### config.mk
export PLATFORM = sky130hd
export DESIGN_NAME = merge_and_sort_ascending
export DESIGN_NICKNAME = d
export VERILOG_FILES = /design/src/sv/msa_pkg.sv /design/src/sv/msa_cell.sv /design/src/sv/merge_and_sort_ascending.sv
export SDC_FILE = /design/constraint.sdc
export NUM_CORES = 2
export LEC_CHECK = 0
export ABC_AREA = 0
export BUFFER_PORTS_ARGS = -buffer_cell sky130_fd_sc_hd__buf_2
export CORE_AREA = 2 2 477 360
export CTS_CLUSTER_DIAMETER = 200
export DETAILED_ROUTE_END_ITERATION = 8
export DIE_AREA = 0 0 479 362
export REMOVE_ABC_BUFFERS = 1
export SLEW_MARGIN = 20
export SYNTH_ARGS = -nofsm -noshare
export SYNTH_HDL_FRONTEND = slang
export SYNTH_HIERARCHICAL = 1
export SYNTH_SLANG_ARGS = --single-unit
export TNS_END_PERCENT = 30
### constraint.sdc
create_clock -name clk -period 5.4 [get_ports clk]
set_input_delay 0.54 -clock clk [delete_from_list [all_inputs] [get_ports clk]]
set_output_delay 0.54 -clock clk [all_outputs]
set_load 0.03 [all_outputs]
### src/sv/msa_pkg.sv
// ----------------------------------------------------------------------------
// msa_pkg
// Shared types and constants for the ascending sort chain.
// ----------------------------------------------------------------------------
package msa_pkg;

	localparam int unsigned DefCapacity = 32;
	localparam int unsigned ValueW      = 32;

	// Per-cycle command sent down the chain.
	typedef struct packed {
		logic ins;    // insert the broadcast value
		logic shift;  // move every entry one place towards the head
	} msa_ctl_t;

endpackage

### src/sv/msa_cell.sv
// ----------------------------------------------------------------------------
// msa_cell
// One slot of the insertion chain: holds one value, compares it with the
// broadcast value and takes the broadcast value or a value from its upper or lower neighbour.
// ----------------------------------------------------------------------------
module msa_cell
	import msa_pkg::*;
(
	input  logic                     clk,
	input  msa_ctl_t                 ctl,
	input  logic                     occ,         // slot holds a live value
	input  logic signed [ValueW-1:0] bcast_value,
	input  logic                     prev_lt,     // neighbour towards the head moves up
	input  logic signed [ValueW-1:0] prev_value,
	input  logic signed [ValueW-1:0] next_value,
	output logic signed [ValueW-1:0] value,
	output logic                     lt
);

	logic signed [ValueW-1:0] value_q;

	// New value sorts before this entry: the entry moves one place up.
	assign lt    = occ && (bcast_value < value_q);
	assign value = value_q;

	always_ff @(posedge clk) begin
		if (ctl.shift) begin
			value_q <= next_value;
		end else if (ctl.ins && (lt || !occ)) begin
			value_q <= prev_lt ? prev_value : bcast_value;
		end
	end

endmodule

### src/sv/merge_and_sort_ascending.sv
// ----------------------------------------------------------------------------
// merge_and_sort_ascending
// Collects signed values in a sorted insertion chain and, on the beat marked
// end_of_set, streams them out in ascending order.
// ----------------------------------------------------------------------------
//
//  channel | handshake          | payload
//  --------+--------------------+----------------------------------------------
//  in      | in_valid, in_stall | sample_value, end_of_set
//  out     | out_valid,out_stall| sorted_value, final_flag, overflow_flag
//
// Cycles: one input beat per cycle while collecting. A beat with end_of_set
// raises in_stall for the drain, which hands out the stored values in turn
// (held while out is stalled), after which input is taken again.
// The drain rate is set by the single shift of the chain into the output
// register, one entry per cycle while out is not stalled.
// Reset clears the count, drop mark, state and output valid; the chain itself
// holds no reset and only slots below the count are ever read.
// A stalled out beat holds; the next set may start collecting while the final
// beat of the previous set still waits.
// ----------------------------------------------------------------------------
module merge_and_sort_ascending
	import msa_pkg::*;
#(
	parameter int unsigned CAPACITY = DefCapacity
) (
	input  logic                     clk,
	input  logic                     arst_n,
	input  logic                     in_valid,
	output logic                     in_stall,
	input  logic signed [ValueW-1:0] sample_value,
	input  logic                     end_of_set,
	output logic                     out_valid,
	input  logic                     out_stall,
	output logic signed [ValueW-1:0] sorted_value,
	output logic                     final_flag,
	output logic                     overflow_flag
);

	localparam int unsigned CntW = $clog2(CAPACITY + 1);

	typedef enum logic {ST_COLLECT, ST_DRAIN} state_t;

	state_t              state_q;
	logic [CntW-1:0]     count_q;
	logic                drop_q;
	logic                out_valid_q;
	logic signed [ValueW-1:0] out_value_q;
	logic                out_final_q;
	logic                out_ovf_q;

	logic     in_acc;
	logic     full;
	logic     load;
	msa_ctl_t ctl;

	logic signed [ValueW-1:0] cell_value [CAPACITY];
	logic                     cell_lt    [CAPACITY];

	assign in_stall = (state_q == ST_DRAIN);
	assign in_acc   = in_valid && !in_stall;
	assign full     = (count_q == CntW'(CAPACITY));

	// Output register free and entries left to hand out.
	assign load = (state_q == ST_DRAIN) && (!out_valid_q || !out_stall);

	assign ctl = '{ins: in_acc && !full, shift: load};

	// The chain: slot 0 holds the smallest value.
	for (genvar i = 0; i < CAPACITY; i++) begin : g_cell
		logic                     prev_lt_w;
		logic signed [ValueW-1:0] prev_value_w;
		logic signed [ValueW-1:0] next_value_w;

		if (i == 0) begin : g_head
			assign prev_lt_w    = 1'b0;
			assign prev_value_w = sample_value;
		end else begin : g_body
			assign prev_lt_w    = cell_lt[i-1];
			assign prev_value_w = cell_value[i-1];
		end

		if (i == CAPACITY - 1) begin : g_tail
			assign next_value_w = cell_value[i];
		end else begin : g_inner
			assign next_value_w = cell_value[i+1];
		end

		msa_cell u_cell (
			.clk         (clk),
			.ctl         (ctl),
			.occ         (count_q > CntW'(i)),
			.bcast_value (sample_value),
			.prev_lt     (prev_lt_w),
			.prev_value  (prev_value_w),
			.next_value  (next_value_w),
			.value       (cell_value[i]),
			.lt          (cell_lt[i])
		);
	end

	// Control: count, drop mark, state and the output register.
	always_ff @(posedge clk or negedge arst_n) begin
		if (!arst_n) begin
			state_q     <= ST_COLLECT;
			count_q     <= '0;
			drop_q      <= 1'b0;
			out_valid_q <= 1'b0;
		end else begin
			// a fresh load refills the register in the same cycle
			if (out_valid_q && !out_stall && !load) begin
				out_valid_q <= 1'b0;
			end
			unique case (state_q)
				ST_COLLECT: begin
					if (in_acc) begin
						if (full) begin
							drop_q <= 1'b1;
						end else begin
							count_q <= count_q + CntW'(1);
						end
						if (end_of_set) begin
							state_q <= ST_DRAIN;
						end
					end
				end
				ST_DRAIN: begin
					if (load) begin
						out_valid_q <= 1'b1;
						out_value_q <= cell_value[0];
						out_final_q <= (count_q == CntW'(1));
						out_ovf_q   <= drop_q;
						count_q     <= count_q - CntW'(1);
						if (count_q == CntW'(1)) begin
							drop_q  <= 1'b0;
							state_q <= ST_COLLECT;
						end
					end
				end
				default: begin
					state_q <= ST_COLLECT;
				end
			endcase
		end
	end

	assign out_valid     = out_valid_q;
	assign sorted_value  = out_value_q;
	assign final_flag    = out_final_q;
	assign overflow_flag = out_ovf_q;

endmodule

==> impl_metrics.ini <==
[global_routing]
grt-ovfl-total = 0
grt_use_total_pct = 26.78
grt_pass1_vias = 60650
grt_max_degree = 183
grt_antenna_before_repair = 1
grt_pass1_wl_um = 367200

[final_layout]
nNetsFinal = 9439
drive_above_1_share_pct = 7.958
stdcell_area_mm2 = 0.08862
utilization_pct = 52.44
num_antenna_cells = 0
n_fill_cell = 15200
mostFrequentLayoutCells = nand2_1 (1297), o21ai_0 (1260), edfxtp_1 (1058)
final_common_cell = nand2_1
area_delta_synth_final_pct = 9.973

[placement]
place_worst_setup_slack_ps = 1008
io_buffers = 72
place_congestion = 0.8805
dpl_cell_area_mm2 = 0.08458
detailed_place_hpwl_um = 179200

[floorplan]
core_area_mm2 = 0.1690
initial_core_util_pct = 47.69
die_w_um = 479
die-area_mm2 = 0.1734
die_y_um = 362
rows = 131
ios = 73

[sta]
period_share_pct = 68.17
clock.fmax_ghz = 0.2717
whs_ps = 181.2
tightest_slew_ps = 1206
worst_slack_ps = 1719
fin_crit_ps = 3681
rsz0062_at_grt = no
finalSetupViolCount = 0
final-max-slew-violation-count = 0
finalHoldViolCount = 0
tns_ps = 0
relSlewSlack_pct = 18.77
skew_ps = 38.55

[status]
status = complete, no violations

[clock_network]
postCtsSetupBuffers = 0
clock-sinks = 1067
cts_tree = yes
cts_buffers = 120
post_cts_resized = 0
cts_max_level = 3
cts.clk_slew.worst_paths_ps = 60
clockBufferDepth = 3
cts-root-buf = clkbuf_16
clkLatencyLatePin_ps = 770

[worst_setup_path]
critPathArrivalTime_ps = 4180
critical_path_class = in -> reg
slowest_delay_ps = 630
endpoint_kind = flip-flop
path_delay_family = buffers and inverters
path_buf_inv = 3
cp.required_ps = 5900
worst-path-max-fanout = 23
rr_startpoint = g_cell[9].u_cell/value[2]
slowest_stage = buf_2
start_kind = input pin
crit_start = sample_value[3]
cp_cell_sequence = buf_2, buf_4, ha_1, o21ai_0, a21oi_4, a21oi_1, o22ai_1, o22ai_1, and2_2, buf_4, mux2i_1, o21ai_0

[drt]
drtIter0Drc = 6947
drc_errors = 0
num_vias = 63140
drt-total-wl_um = 237500
firstDrtPassIters = 6
ant_nets = 0
wl_per_cell_um = 22.06
vias_per_cell = 5.864

[power]
power_density_mw_per_mm2 = 457.2
ir_worst_vdd_mv = 0.3122
leakage_nw = 37.87

[synthesis]
netlist_instances = 8375
synth_warnings = 6
avgSynthCellArea_um2 = 9.622
syn-cell-area_mm2 = 0.08058

[min_path]
hp-start = end_of_set
hold_class = in -> reg

[flow_run]
max-cap-violations = 0
area by class of cell:
type / instances / area, um2 / area share (%)
clock inverter: 83 / 865.8 / 0.9770
sequential: 1067 / 32000 / 36.10
multi-input combinational: 5918 / 43310 / 48.87
timing repair buffer: 267 / 2597 / 2.931
clock buffer: 141 / 3154 / 3.559
tap: 2261 / 2829 / 3.192
inverter: 1031 / 3870 / 4.367
registers in the layout, summed over array words and instances, names as in the netlist:
register,cells
g_cell.u_cell/value,1024
out_valid,1
final_flag,1
in_stall,1
count_q,6
sorted_value,32
drop_q,1
overflow_flag,1
what timing repair did:
item,4_1_cts,5_1_grt
endpoints found under the setup margin,0,0
hold buffers,2,0
hold endpoints to repair,10,0
through the flow:
step                      instances  total power [mW]
after global placement        10540             31.08
final                         10770             40.52
after global routing          10770             43.12
after floorplan                8016             24.52
after CTS                     10770             40.45
after detailed placement      10540             31.75
worst register-to-register path, stage by stage, from the launching register on:
cell and delay (ps):
edfxtp_1 430, inv_1 80, ha_1 220, o21ai_0 330, a21oi_4 90, a21oi_1 360, o22ai_1 130, o22ai_1 420
and2_2 470, buf_4 440, mux2i_1 280, o21ai_0 90
per-layer routing:
metal / GRT usage, % / part of all wire [%]
met1: 43.45 / 51
met3: 3.108 / 6.9
met2: 37.37 / 40
met5: 0 / 0
met4: 5.777 / 2.2
worst paths after layout:
check,end,depth (start not counted),slack (ps)
worst max-delay path,g_cell[10].u_cell/value[19],12,1720
worst min-delay path,in_stall,3,180
worst max register to register,g_cell[10].u_cell/value[19],11,1800
worst min register to register,overflow_flag,0,470
max in group asynchronous,drop_q,3,4880
min in group asynchronous,out_valid,3,260
power breakdown:
part,internal [mW],switching [mW]
Sequential,12.7,2.72
Combinational,6.63,9.88
Clock,4.96,3.65
(Power assumes the default switching activity.)
